`src/design/bra_pkg.sv`:
```
// Shared types, constants and datapath command codes for the rational approximation block.
package bra_pkg;

	localparam int VALUE_WIDTH = 50;
	localparam int DEN_WIDTH   = 32;
	localparam int DW          = 64;
	localparam int PW          = 2 * DW;
	localparam int CNT_W       = $clog2(DW + 1);

	localparam logic [DW-1:0]        SCALE      = 64'd1000000000000;
	localparam logic [DEN_WIDTH-1:0] MAXD_RESET = 32'd1000000;

	typedef struct packed {
		logic                   negative;
		logic [VALUE_WIDTH-1:0] value_magnitude;
	} bra_in_t;

	typedef struct packed {
		logic                   result_negative;
		logic [VALUE_WIDTH-1:0] numerator;
		logic [DEN_WIDTH-1:0]   denominator;
	} bra_out_t;

	typedef logic [5:0] bra_cmd_t;

	localparam bra_cmd_t C_NOP      = 6'd0;
	localparam bra_cmd_t C_LOAD     = 6'd1;
	localparam bra_cmd_t C_GCD_DIV  = 6'd2;
	localparam bra_cmd_t C_GCD_UPD  = 6'd3;
	localparam bra_cmd_t C_RED1_DIV = 6'd4;
	localparam bra_cmd_t C_RED1_UPD = 6'd5;
	localparam bra_cmd_t C_RED2_DIV = 6'd6;
	localparam bra_cmd_t C_RED2_UPD = 6'd7;
	localparam bra_cmd_t C_EXACT    = 6'd8;
	localparam bra_cmd_t C_CF_INIT  = 6'd9;
	localparam bra_cmd_t C_CF_DIV   = 6'd10;
	localparam bra_cmd_t C_CF_AUPD  = 6'd11;
	localparam bra_cmd_t C_T_DIV    = 6'd12;
	localparam bra_cmd_t C_M1_MUL   = 6'd13;
	localparam bra_cmd_t C_M1_UPD   = 6'd14;
	localparam bra_cmd_t C_M2_MUL   = 6'd15;
	localparam bra_cmd_t C_M2_UPD   = 6'd16;
	localparam bra_cmd_t C_K_FIX    = 6'd17;
	localparam bra_cmd_t C_K_DIV    = 6'd18;
	localparam bra_cmd_t C_K_UPD    = 6'd19;
	localparam bra_cmd_t C_BN_MUL   = 6'd20;
	localparam bra_cmd_t C_BN_UPD   = 6'd21;
	localparam bra_cmd_t C_BD_MUL   = 6'd22;
	localparam bra_cmd_t C_BD_UPD   = 6'd23;
	localparam bra_cmd_t C_X1_MUL   = 6'd24;
	localparam bra_cmd_t C_X_UPD    = 6'd25;
	localparam bra_cmd_t C_Y1_MUL   = 6'd26;
	localparam bra_cmd_t C_G_UPD    = 6'd27;
	localparam bra_cmd_t C_C1_MUL   = 6'd28;
	localparam bra_cmd_t C_C1_UPD   = 6'd29;
	localparam bra_cmd_t C_X2_MUL   = 6'd30;
	localparam bra_cmd_t C_Y2_MUL   = 6'd31;
	localparam bra_cmd_t C_C2_MUL   = 6'd32;
	localparam bra_cmd_t C_PICK     = 6'd33;
	localparam bra_cmd_t C_OUT      = 6'd34;

	typedef struct packed {
		logic div_done;
		logic mul_done;
		logic gb_zero;
		logic d_zero;
		logic q1_zero;
		logic exact;
		logic a_over;
		logic q2_over;
		logic out_free;
	} bra_stat_t;

endpackage

```
`src/design/bra_controller.sv`:
```
// Sequencer that steps the datapath through GCD reduction, convergents and final choice.
module bra_controller import bra_pkg::*; (
	input  logic      clk,
	input  logic      arst_n,
	input  logic      in_valid,
	output logic      in_ready,
	input  bra_stat_t stat,
	output bra_cmd_t  cmd
);

	localparam logic [5:0] S_IDLE    = 6'd0;
	localparam logic [5:0] S_GCD_CHK = 6'd1;
	localparam logic [5:0] S_GCD_W   = 6'd2;
	localparam logic [5:0] S_RED1_W  = 6'd3;
	localparam logic [5:0] S_RED2    = 6'd4;
	localparam logic [5:0] S_RED2_W  = 6'd5;
	localparam logic [5:0] S_TEST    = 6'd6;
	localparam logic [5:0] S_CF_CHK  = 6'd7;
	localparam logic [5:0] S_CF_W    = 6'd8;
	localparam logic [5:0] S_CF_T    = 6'd9;
	localparam logic [5:0] S_T_W     = 6'd10;
	localparam logic [5:0] S_M1_W    = 6'd11;
	localparam logic [5:0] S_M2      = 6'd12;
	localparam logic [5:0] S_M2_W    = 6'd13;
	localparam logic [5:0] S_KFIX    = 6'd14;
	localparam logic [5:0] S_KDIV    = 6'd15;
	localparam logic [5:0] S_K_W     = 6'd16;
	localparam logic [5:0] S_BN      = 6'd17;
	localparam logic [5:0] S_BN_W    = 6'd18;
	localparam logic [5:0] S_BD      = 6'd19;
	localparam logic [5:0] S_BD_W    = 6'd20;
	localparam logic [5:0] S_X1      = 6'd21;
	localparam logic [5:0] S_X1_W    = 6'd22;
	localparam logic [5:0] S_Y1      = 6'd23;
	localparam logic [5:0] S_Y1_W    = 6'd24;
	localparam logic [5:0] S_C1      = 6'd25;
	localparam logic [5:0] S_C1_W    = 6'd26;
	localparam logic [5:0] S_X2      = 6'd27;
	localparam logic [5:0] S_X2_W    = 6'd28;
	localparam logic [5:0] S_Y2      = 6'd29;
	localparam logic [5:0] S_Y2_W    = 6'd30;
	localparam logic [5:0] S_C2      = 6'd31;
	localparam logic [5:0] S_C2_W    = 6'd32;
	localparam logic [5:0] S_DONE    = 6'd33;

	logic [5:0] state_q, state_nx;

	assign in_ready = state_q == S_IDLE;

	always_comb begin
		state_nx = state_q;
		cmd      = C_NOP;
		case (state_q)
			S_IDLE: begin
				if (in_valid) begin
					cmd      = C_LOAD;
					state_nx = S_GCD_CHK;
				end
			end
			S_GCD_CHK: begin
				if (stat.gb_zero) begin
					cmd      = C_RED1_DIV;
					state_nx = S_RED1_W;
				end else begin
					cmd      = C_GCD_DIV;
					state_nx = S_GCD_W;
				end
			end
			S_GCD_W: begin
				if (stat.div_done) begin
					cmd      = C_GCD_UPD;
					state_nx = S_GCD_CHK;
				end
			end
			S_RED1_W: begin
				if (stat.div_done) begin
					cmd      = C_RED1_UPD;
					state_nx = S_RED2;
				end
			end
			S_RED2: begin
				cmd      = C_RED2_DIV;
				state_nx = S_RED2_W;
			end
			S_RED2_W: begin
				if (stat.div_done) begin
					cmd      = C_RED2_UPD;
					state_nx = S_TEST;
				end
			end
			S_TEST: begin
				if (stat.exact) begin
					cmd      = C_EXACT;
					state_nx = S_DONE;
				end else begin
					cmd      = C_CF_INIT;
					state_nx = S_CF_CHK;
				end
			end
			S_CF_CHK: begin
				if (stat.d_zero) begin
					state_nx = S_KFIX;
				end else begin
					cmd      = C_CF_DIV;
					state_nx = S_CF_W;
				end
			end
			S_CF_W: begin
				if (stat.div_done) begin
					cmd      = C_CF_AUPD;
					state_nx = S_CF_T;
				end
			end
			S_CF_T: begin
				if (stat.q1_zero) begin
					cmd      = C_M1_MUL;
					state_nx = S_M1_W;
				end else begin
					cmd      = C_T_DIV;
					state_nx = S_T_W;
				end
			end
			S_T_W: begin
				// drop out when the partial quotient would push past the limit
				if (stat.div_done) begin
					if (stat.a_over) begin
						state_nx = S_KFIX;
					end else begin
						cmd      = C_M1_MUL;
						state_nx = S_M1_W;
					end
				end
			end
			S_M1_W: begin
				if (stat.mul_done) begin
					if (stat.q2_over) begin
						state_nx = S_KFIX;
					end else begin
						cmd      = C_M1_UPD;
						state_nx = S_M2;
					end
				end
			end
			S_M2: begin
				cmd      = C_M2_MUL;
				state_nx = S_M2_W;
			end
			S_M2_W: begin
				if (stat.mul_done) begin
					cmd      = C_M2_UPD;
					state_nx = S_CF_CHK;
				end
			end
			S_KFIX: begin
				cmd      = C_K_FIX;
				state_nx = S_KDIV;
			end
			S_KDIV: begin
				cmd      = C_K_DIV;
				state_nx = S_K_W;
			end
			S_K_W: begin
				if (stat.div_done) begin
					cmd      = C_K_UPD;
					state_nx = S_BN;
				end
			end
			S_BN: begin
				cmd      = C_BN_MUL;
				state_nx = S_BN_W;
			end
			S_BN_W: begin
				if (stat.mul_done) begin
					cmd      = C_BN_UPD;
					state_nx = S_BD;
				end
			end
			S_BD: begin
				cmd      = C_BD_MUL;
				state_nx = S_BD_W;
			end
			S_BD_W: begin
				if (stat.mul_done) begin
					cmd      = C_BD_UPD;
					state_nx = S_X1;
				end
			end
			S_X1: begin
				cmd      = C_X1_MUL;
				state_nx = S_X1_W;
			end
			S_X1_W: begin
				if (stat.mul_done) begin
					cmd      = C_X_UPD;
					state_nx = S_Y1;
				end
			end
			S_Y1: begin
				cmd      = C_Y1_MUL;
				state_nx = S_Y1_W;
			end
			S_Y1_W: begin
				if (stat.mul_done) begin
					cmd      = C_G_UPD;
					state_nx = S_C1;
				end
			end
			S_C1: begin
				cmd      = C_C1_MUL;
				state_nx = S_C1_W;
			end
			S_C1_W: begin
				if (stat.mul_done) begin
					cmd      = C_C1_UPD;
					state_nx = S_X2;
				end
			end
			S_X2: begin
				cmd      = C_X2_MUL;
				state_nx = S_X2_W;
			end
			S_X2_W: begin
				if (stat.mul_done) begin
					cmd      = C_X_UPD;
					state_nx = S_Y2;
				end
			end
			S_Y2: begin
				cmd      = C_Y2_MUL;
				state_nx = S_Y2_W;
			end
			S_Y2_W: begin
				if (stat.mul_done) begin
					cmd      = C_G_UPD;
					state_nx = S_C2;
				end
			end
			S_C2: begin
				cmd      = C_C2_MUL;
				state_nx = S_C2_W;
			end
			S_C2_W: begin
				if (stat.mul_done) begin
					cmd      = C_PICK;
					state_nx = S_DONE;
				end
			end
			S_DONE: begin
				// hold until the output register is free
				if (stat.out_free) begin
					cmd      = C_OUT;
					state_nx = S_IDLE;
				end
			end
			default: begin
				state_nx = S_IDLE;
			end
		endcase
	end

	always_ff @(posedge clk or negedge arst_n) begin
		if (!arst_n) begin
			state_q <= S_IDLE;
		end else begin
			state_q <= state_nx;
		end
	end

	a_load_idle: assert property (@(posedge clk) disable iff (!arst_n)
		(cmd == C_LOAD) |-> (in_ready && in_valid))
		else $error("load outside an accepted item");
	a_out_free: assert property (@(posedge clk) disable iff (!arst_n)
		(cmd == C_OUT) |-> stat.out_free)
		else $error("result loaded over a waiting item");
	a_accept_next: assert property (@(posedge clk) disable iff (!arst_n)
		(in_ready && in_valid) |=> (state_q == S_GCD_CHK))
		else $error("accepted item did not start");

endmodule

```
`config.mk`:
```
export PLATFORM = sky130hd
export DESIGN_NAME = bra_controller
export DESIGN_NICKNAME = d
export VERILOG_FILES = /design/src/design/bra_pkg.sv /design/src/design/bra_controller.sv
export SDC_FILE = /design/constraint.sdc
export NUM_CORES = 1
export LEC_CHECK = 0
export BUFFER_PORTS_ARGS = -buffer_cell sky130_fd_sc_hd__buf_2
export CELL_PAD_IN_SITES_DETAIL_PLACEMENT = 0
export CELL_PAD_IN_SITES_GLOBAL_PLACEMENT = 1
export CORE_ASPECT_RATIO = 0.6
export CORE_UTILIZATION = 43
export DETAILED_ROUTE_END_ITERATION = 12
export PLACE_DENSITY = 0.95
export SYNTH_ARGS = -nofsm -noshare
export SYNTH_HDL_FRONTEND = slang
export SYNTH_SLANG_ARGS = --single-unit
```
`constraint.sdc`:
```
create_clock -name clk -period 3.52 [get_ports clk]
set_input_delay 0.704 -clock clk [delete_from_list [all_inputs] [get_ports clk]]
set_output_delay 0.704 -clock clk [all_outputs]
set_load 0.005 [all_outputs]
```
==> results of run 1 <==
[cell usage after synthesis, types with 3 or more instances]
| cell type | n |
|---|---|
| a21oi_1 | 12 |
| a31oi_1 | 4 |
| a32oi_1 | 4 |
| buf_2 | 9 |
| buf_4 | 4 |
| dfrtp_1 | 6 |
| inv_1 | 5 |
| mux2_1 | 3 |
| nand2_1 | 10 |
| nand2b_1 | 7 |
| nand3_1 | 5 |
| nand4_1 | 4 |
| nor2_1 | 24 |
| nor2b_1 | 8 |
| nor3_1 | 8 |
| o211ai_1 | 6 |
| o21ai_0 | 10 |
| o221ai_1 | 3 |
| o22a_1 | 4 |
| o31ai_1 | 3 |
| or3_1 | 3 |
[worst max-delay path: stages, from the launching register on]
cell	delay, ps
dfrtp_1	940
nand2b_1	270
nor2_1	120
a32oi_1	290
o31ai_1	110
or3_1	340
buf_2	130
[through the flow]
stage / instance area, um2 / power [mW]
after floorplan: 1230 / 0.889
after global placement: 1290 / 1.10
after detailed placement: 1290 / 1.11
after CTS: 1330 / 1.22
after global routing: 1330 / 1.34
final: 1330 / 1.25
[final cells by class]
| class | instances | area (um2) | share of cell area [%] |
|---|---|---|---|
| clock buffer | 3 | 41.3 | 3.10 |
| tap | 32 | 40.0 | 3.00 |
| sequential | 6 | 150 | 11.3 |
| multi-input combinational | 153 | 956 | 71.7 |
| timing repair buffer | 23 | 128 | 9.57 |
| inverter | 5 | 18.8 | 1.41 |
[how the worst max path moves through the flow]
stage,start,end,slack [ps],cells after the start
finish,state_q[3]$_DFFE_PN0P_,cmd[0],390,6
global route,state_q[3]$_DFFE_PN0P_,cmd[3],310,6
CTS,state_q[3]$_DFFE_PN0P_,cmd[0],450,6
detailed placement,state_q[3]$_DFFE_PN0P_,cmd[0],700,6
global placement,stat[7],cmd[1],710,7
floorplan,stat[8],cmd[0],1050,6
[routing by layer]
metal	vias up	track usage (%)	wire length [um]
li1	705	-	-
met2	135	41.0	1680
met5	-	0	0
met3	17	7.67	594
met1	742	41.9	1810
met4	0	4.40	98
[report_power, final]
| group | switching [mW] | internal (mW) |
|---|---|---|
| combinational | 0.511 | 0.383 |
| clock | 0.0309 | 0.0736 |
| sequential | 0.158 | 0.0980 |
| total | 0.700 | 0.555 |
[logic make-up (layout without fill, tap and decap cells)]
family	count (synthesis)	in the layout	share of synthesized area, %
AOI/OAI and AO/OA	62	62	35.0
xor gates and xnor gates	2	2	1.43
buffers and inverters	23	31	9.80
DFF	6	6	12.2
muxes	4	4	3.57
and+or+nand+nor	85	85	38.0
[placed cells by master, fill, tap and decap left out, types with 3 or more instances in the layout]
| master | instances |
|---|---|
| nor2_1 | 24 |
| buf_2 | 18 |
| a21oi_1 | 12 |
| nand2_1 | 10 |
| o21ai_0 | 10 |
| nor2b_1 | 8 |
| nor3_1 | 8 |
| nand2b_1 | 7 |
| o211ai_1 | 6 |
| dfrtp_1 | 6 |
| inv_1 | 5 |
| nand3_1 | 5 |
| buf_4 | 5 |
| nand4_1 | 4 |
| a31oi_1 | 4 |
| a32oi_1 | 4 |
| o22a_1 | 4 |
| or3_1 | 3 |
| o31ai_1 | 3 |
| o221ai_1 | 3 |
| mux2_1 | 3 |
| clkbuf_8 | 3 |
==> results.md, run 1 <==
* GPL Wtd Cong at 1.01
* DP HPWL at 3010 um
* Post-Syn Nets at 194
* Ports at 19
* Clk sinks at 6
* Setup tns final at 0 ps
* Layout cell share with drive strength beyond 1 at 16.3%
* PortBufs at 18
* CP endpoint kind: output port
* Global-route wire length before repair at 6620 um
* Vias at 1599
* CTS resizes at 0
* Cell count after synthesis at 182
* Arrival time at the worst endpoint at 2430 ps
* Die Y-Extent at 43.4 um
* Crit Path Max Fanout at 32
* Worst Hold Class: input pin to async pin
* Number of antenna diodes at 0
* Initial Util at 47.0%
* Horiz. Die Dim at 70.9 um
* Synth top area cells: dfrtp_1 (12%), nor2_1 (7.3%), a21oi_1 (4.9%)
* Slew headroom at 37.7%
* Pre-CTS WS at 699 ps
* Cell taking the most area after synthesis: dfrtp_1
* R2R Path Start: state_q[3]$_DFFE_PN0P_
* Per-cell routed wire length at 18.8 um
* Num CTS Buffers at 3
* Post-synth ARST share at 100%
* DP Cell Count at 219
* Remaining antenna violation count at 0
* Root Buffer: clkbuf_8
* Fmax at 319 MHz
* Pin count of the biggest net entering global routing at 33
* Final Non-Filler Cells at 222
* Global router's overall resource usage at 28.0%
* Static Leakage at 0.527 nW
* Max_cap viols at 0
* VDD IR max at 0.382 mV
* Clk slew on worst S/H paths at 40 ps
* Status: finished clean
* Area delta synth->final at 8.78%
* Cts hold-fix bufs at 0
* Setup slack after layout at 387 ps
* Pwr per Cell Area at 941 mW/mm2
* Hold WS at 292 ps
* Yosys Warn Count at 0
* Core Area at 0.00261 mm2
* EDFF count, synth at 0
* Synth cell types at 54
* CP Data Required Time at 2820 ps
* Maximum clock skew at final layout at 3.43 ps
* R2R depth at 5
* # DRC at 0
* Row Count at 14
* Final WL at 4180 um
* Critical path type: register to output port
* Top flop regs: state_q (6)
* Crit start category: register
* Layout net count at 204
* Top-area cell type share of the netlist area at 12.2%
* Drt pass-1 iters at 7
* Syn Area/Cell at 6.74 um2
* Setup violations, final at 0
* Clock latency on the worst-skew pair at 230 ps
* CTS tree: done
* Top_reg_cell synth: dfrtp_1
* GRT overflow at 0
* RSZ-0062 raised after global routing: no
* Max reg flops at 6
* Largest Register: state_q
* Mapped Area at 0.00123 mm2
* Vias per inst at 7.20
* Antenna violations before repair at 0
* Post-CTS setup buffer count at 0
* H-tree level count at 1
* Post-layout util at 51.1%
* Sequential area share after synthesis at 12.2%
* Flop-to-flop setup slack at 1000 ps
* Reg2reg end: state_q[0]$_DFFE_PN0P_
* Final Hold Fails at 0
* Vias in the first global route at 1353
* Minimum clock period at 3130 ps
* Flops & latches, synth at 6
* DIE AREA at 0.00308 mm2
* Fillers at 261
* Worst-margin pin slew at 935 ps
* Clk buf depth at 2
* Final Max Slew Viols at 0
* Tcrit/Tclk final at 89.0%
* First-iteration detailed-routing DRC count at 321
(Power assumes the default switching activity.)
==> run 2: changes to the inputs <==
--- a/config.mk
+++ b/config.mk
@@ -5,11 +5,12 @@
 export SDC_FILE = /design/constraint.sdc
 export NUM_CORES = 1
 export LEC_CHECK = 0
+export ABC_AREA = 1
 export BUFFER_PORTS_ARGS = -buffer_cell sky130_fd_sc_hd__buf_2
 export CELL_PAD_IN_SITES_DETAIL_PLACEMENT = 0
 export CELL_PAD_IN_SITES_GLOBAL_PLACEMENT = 1
 export CORE_ASPECT_RATIO = 0.6
-export CORE_UTILIZATION = 43
+export CORE_UTILIZATION = 41
 export DETAILED_ROUTE_END_ITERATION = 12
 export PLACE_DENSITY = 0.95
 export SYNTH_ARGS = -nofsm -noshare
==> results.md, run 2 <==
* Syn Area/Cell at 5.35 um2
* Minimum clock period at 2800 ps
* Tcrit/Tclk final at 79.6%
* Setup tns final at 0 ps
* Root Buffer: clkbuf_8
* CTS resizes at 0
* Arrival time at the worst endpoint at 2100 ps
* Pre-CTS WS at 1010 ps
* Worst Hold Class: input pin to async pin
* Synth cell types at 26
* Fmax at 357 MHz
* Cell taking the most area after synthesis: nand3_1
* Most frequent CP cell: nand2_1
* Post-CTS setup buffer count at 0
* CP endpoint kind: output port
* Top-count cell post-synth: nand2_1
* GRT overflow at 0
* Num CTS Buffers at 3
* Pwr per Cell Area at 702 mW/mm2
* Final Hold Fails at 0
* Top_reg_cell synth: dfrtp_1
* CP max-delay cell: dfrtp_1
* Clk buf depth at 2
* Global-route wire length before repair at 6240 um
* Final WL at 3980 um
* Horiz. Die Dim at 73.2 um
* Most common cell after layout, fill and taps aside: nand2_1
* Worst-margin pin slew at 581 ps
* Setup slack after layout at 718 ps
* CP peak stage delay at 470 ps
* DIE AREA at 0.00327 mm2
* PortBufs at 18
* DP HPWL at 3110 um
* Row Count at 15
* Static Leakage at 0.867 nW
* RSZ-0062 raised after global routing: no
* Clk sinks at 6
* VDD IR max at 0.451 mV
* Maximum clock skew at final layout at 2.90 ps
* Flops & latches, synth at 6
* Area delta synth->final at 11.0%
* Layout cell share with drive strength beyond 1 at 16.5%
* Number of antenna diodes at 0
* Vias per inst at 5.74
* Cell Area, Placed at 0.00134 mm2
* Crit Path Max Fanout at 9
* Setup violations, final at 0
* Yosys Warn Count at 0
* Antenna violations before repair at 0
* Global router's overall resource usage at 25.6%
* Post-synth ARST share at 100%
* Core Area at 0.00287 mm2
* Max reg flops at 6
* Post-synth top cells: nand2_1 (57), nand3_1 (47), nor2_1 (39), inv_1 (22)
* Most frequent cells in the layout: nand2_1 (57), nand3_1 (47), nor2_1 (39), inv_1 (22), buf_2 (18)
* Synth top area cells: nand3_1 (19%), nand2_1 (17%), dfrtp_1 (12%)
* Drt pass-1 iters at 5
* First-iteration detailed-routing DRC count at 321
* Clk slew on worst S/H paths at 40 ps
* Cts hold-fix bufs at 0
* Largest Register: state_q
* Remaining antenna violation count at 0
* Critical path, cell by cell: nand2_1 -> clkinv_1 -> nand3_1 -> inv_1 -> nor2_1 -> nand2_1 -> nor3_1 -> nand3b_1 -> buf_2
* Status: finished clean
* Final Max Slew Viols at 0
* Initial Util at 43.4%
* Mapped Area at 0.00125 mm2
* CP Data Required Time at 2820 ps
* EDFF count, synth at 0
* Top-area cell type share of the netlist area at 18.9%
* CTS tree: done
* Critical path type: register to output port
* Clock latency on the worst-skew pair at 230 ps
* Layout net count at 262
* Pin count of the biggest net entering global routing at 23
* Vias in the first global route at 1343
* Top flop regs: state_q (6)
* Cell count after synthesis at 233
* # DRC at 0
* Post-Syn Nets at 245
* Ports at 19
* Vias at 1664
* Hold WS at 296 ps
* Crit start category: register
* Max_cap viols at 0
* Design area at 0.00138 mm2
* Sequential area share after synthesis at 12.0%
* H-tree level count at 1
* Per-cell routed wire length at 13.7 um
* GPL Wtd Cong at 0.953
* Slew headroom at 61.3%
* Die Y-Extent at 44.7 um
==> run 2: layer usage <==
layer / vias up / GRT usage, % / share of wire, % / wire length [um]
met4: 0 / 6.27 / 1.2 / 48
li1: 808 / - / - / -
met2: 138 / 32.6 / 36 / 1430
met3: 11 / 7.37 / 16 / 630
met1: 707 / 40.5 / 47 / 1870
met5: - / 0 / 0 / 0
==> run 2: worst max-delay path: cells and delay by family (launching register included) <==
kind          cells  cell delay, ps
buf+inv           3             450
flops             1             470
simple gates      6             950
==> run 2: where the power goes <==
| group | internal (mW) | switching [mW] | leakage, nW |
|---|---|---|---|
| clock | 0.0735 | 0.0304 | 0.0216 |
| combinational | 0.242 | 0.485 | 0.768 |
| sequential | 0.0965 | 0.0439 | 0.0781 |
| total | 0.412 | 0.559 | 0.867 |
==> run 2: logic make-up (layout without fill, tap and decap cells) <==
kind of cell           after synthesis  count (layout)  share of synthesized area [%]
AND/OR/NAND/NOR                    181             181                           69.0
buffers and inverters               35              50                           13.4
AO/OA/AOI/OAI                       11              11                           5.62
flip-flops                           6               6                           12.0
==> run 2: area by class of cell <==
class	instances	area, um2
clock buffer	3	41.3
tap	42	52.6
multi-input combinational	192	930
inverter	26	97.6
sequential	6	150
timing repair buffer	21	113
fill	322	1490
==> run 2: final timing paths <==
path                                                to                    from  cells after the start  slack (ps)
worst max-delay path                            cmd[4]  state_q[0]$_DFFE_PN0P_                      9         720
worst min-delay path            state_q[3]$_DFFE_PN0P_                  arst_n                      1         300
worst max register to register  state_q[0]$_DFFE_PN0P_  state_q[1]$_DFFE_PN0P_                     10        1550
worst min register to register  state_q[2]$_DFFE_PN0P_  state_q[2]$_DFFE_PN0P_                      2         580
max in group asynchronous       state_q[1]$_DFFE_PN0P_                  arst_n                      1        3080
min in group clk                state_q[2]$_DFFE_PN0P_  state_q[2]$_DFFE_PN0P_                      2         580
==> run 2: per-stage QoR <==
stage	instances	util [%]	total power, mW
floorplan	233	-	0.685
global placement	287	46.8	0.850
detailed placement	287	46.8	0.839
CTS	290	48.2	0.946
global route	290	48.2	1.05
finish	290	48.2	0.971
==> run 3: changes to the inputs <==
--- a/config.mk
+++ b/config.mk
@@ -10,9 +10,9 @@
 export CELL_PAD_IN_SITES_DETAIL_PLACEMENT = 0
 export CELL_PAD_IN_SITES_GLOBAL_PLACEMENT = 1
 export CORE_ASPECT_RATIO = 0.6
-export CORE_UTILIZATION = 41
+export CORE_UTILIZATION = 38
 export DETAILED_ROUTE_END_ITERATION = 12
-export PLACE_DENSITY = 0.95
+export PLACE_DENSITY = 0.91
 export SYNTH_ARGS = -nofsm -noshare
 export SYNTH_HDL_FRONTEND = slang
 export SYNTH_SLANG_ARGS = --single-unit
==> constraint.sdc (replaced) <==
create_clock -name clk -period 2.7 [get_ports clk]
set_input_delay 0.54 -clock clk [delete_from_list [all_inputs] [get_ports clk]]
set_output_delay 0.54 -clock clk [all_outputs]
set_load 0.005 [all_outputs]
==> results.md, run 3 (same netlist as run 2, synthesis figures left out) <==
* Status: finished clean
* Worst-margin pin slew at 505 ps
* Final Max Slew Viols at 0
* Horiz. Die Dim at 75.9 um
* CTS tree: done
* DP HPWL at 3250 um
* Fillers at 333
* Clk sinks at 6
* Maximum clock skew at final layout at 3.40 ps
* Area of the multi-input gates at 935 um2
* RSZ-0062 raised after global routing: no
* Cell internal pwr at 555 uW
* CP Data Required Time at 2160 ps
* Layout net count at 265
* Remaining antenna violation count at 0
* Die Y-Extent at 46.4 um
* Global-route wire length before repair at 6350 um
* Vias per inst at 5.52
* DP Cell Count at 290
* Switching Fraction at 56.3%
* Num CTS Buffers at 3
* Initial Util at 41.8%
* Minimum clock period at 2460 ps
* Clock power share at 10.3%
* Seq pwr share at 14.3%
* Vias in the first global route at 1285
* Most frequent cells in the layout: nand2_1 (57), nand3_1 (47), nor2_1 (39), inv_1 (22), buf_2 (18)
* Vias at 1618
* Arrival time at the worst endpoint at 1920 ps
* Most common cell after layout, fill and taps aside: nand2_1
* Crit Path Max Fanout at 11
* Max_cap viols at 0
* Global router's overall resource usage at 23.3%
* Post-layout util at 47.4%
* Final Hold Fails at 0
* Post-CTS setup buffer count at 0
* Core Area at 0.00298 mm2
* VDD IR max at 0.486 mV
* CP endpoint kind: output port
* Critical path type: register to output port
* Crit start category: register
* Net switching power at 714 uW
* Clock latency on the worst-skew pair at 220 ps
* Pwr per Cell Area at 897 mW/mm2
* Drt pass-1 iters at 7
* First-iteration detailed-routing DRC count at 313
* FF/Latch Area at 150 um2
* Layout cell share with drive strength beyond 1 at 18.3%
* Area delta synth->final at 13.6%
* Final Non-Filler Cells at 293
* Row Count at 15
* Clk slew on worst S/H paths at 40 ps
* Hold WS at 136 ps
* Tcrit/Tclk final at 91.0%
* Top flop regs: state_q (6)
* Fmax at 407 MHz
* # DRC at 0
* Worst Hold Class: input pin to async pin
* Antenna violations before repair at 0
* GPL Wtd Cong at 0.941
* GRT overflow at 0
* Per-cell routed wire length at 13.2 um
* Pin count of the biggest net entering global routing at 23
* Static Leakage at 0.881 nW
* Max reg flops at 6
* DIE AREA at 0.00352 mm2
* Largest Register: state_q
* Setup violations, final at 0
* PortBufs at 18
* Final WL at 3860 um
* Setup tns final at 0 ps
* Ports at 19
* Root Buffer: clkbuf_8
* Slew headroom at 66.3%
* Logic pwr share at 75.4%
* Clk buf depth at 2
* Number of antenna diodes at 0
* H-tree level count at 1
## run 3: metal layers
layer  vias to the layer above  share of wire (%)  track usage, %  wire [um]
met5                         -                  0               0          0
met4                         0               0.13            3.08          5
met3                         4                 15            8.71        566
met2                       103                 37            31.5       1430
met1                       697                 48            34.8       1870
li1                        814                  -               -          -
## run 3: per-stage QoR
stage,power [mW],setup WS (ps),instance area (um2)
floorplan,0.893,773,1250
global placement,1.13,501,1370
detailed placement,1.12,457,1370
CTS,1.25,213,1410
global route,1.41,44.3,1420
finish,1.27,242,1420
## run 3: final cells by class
type / instances / area share (%)
Multi-Input combinational cell: 192 / 66.0
Sequential cell: 6 / 10.6
Clock buffer: 3 / 2.92
Timing Repair Buffer: 24 / 9.55
Inverter: 26 / 7.16
Tap cell: 42 / 3.71
## run 3: final timing paths
check | startpoint | endpoint | slack (ps) | cells past startpoint
worst max-delay path | state_q[0]$_DFFE_PN0P_ | cmd[1] | 240 | 8
worst min-delay path | arst_n | state_q[4]$_DFFE_PN0P_ | 140 | 1
worst max register to register | state_q[0]$_DFFE_PN0P_ | state_q[3]$_DFFE_PN0P_ | 880 | 8
worst min register to register | state_q[2]$_DFFE_PN0P_ | state_q[2]$_DFFE_PN0P_ | 580 | 2
max in group asynchronous | arst_n | state_q[5]$_DFFE_PN0P_ | 2420 | 1
min in group clk | state_q[2]$_DFFE_PN0P_ | state_q[2]$_DFFE_PN0P_ | 580 | 2
## run 3: power groups by stage
stage,Combinational [mW],Clock (mW),Sequential [mW]
floorplan,0.737,0,0.157
global placement,0.957,0,0.177
detailed placement,0.935,0,0.181
CTS,0.936,0.134,0.180
global route,1.07,0.148,0.187
finish,0.958,0.131,0.181
## run 3: repair_timing
| action | 4_1_cts | 5_1_grt |
|---|---|---|
| hold buffers | 0 | 0 |
| gates resized for setup | 0 | 2 |
| endpoints found under the setup margin | 0 | 2 |
## run 3: critical path, stage by stage (launching register included)
cell and delay, ps:
dfrtp_1 460, nor2_2 440, nand3_1 180, nand2_1 120
inv_1 70, o21ai_1 180, inv_1 60, nand3_1 70
buf_2 110
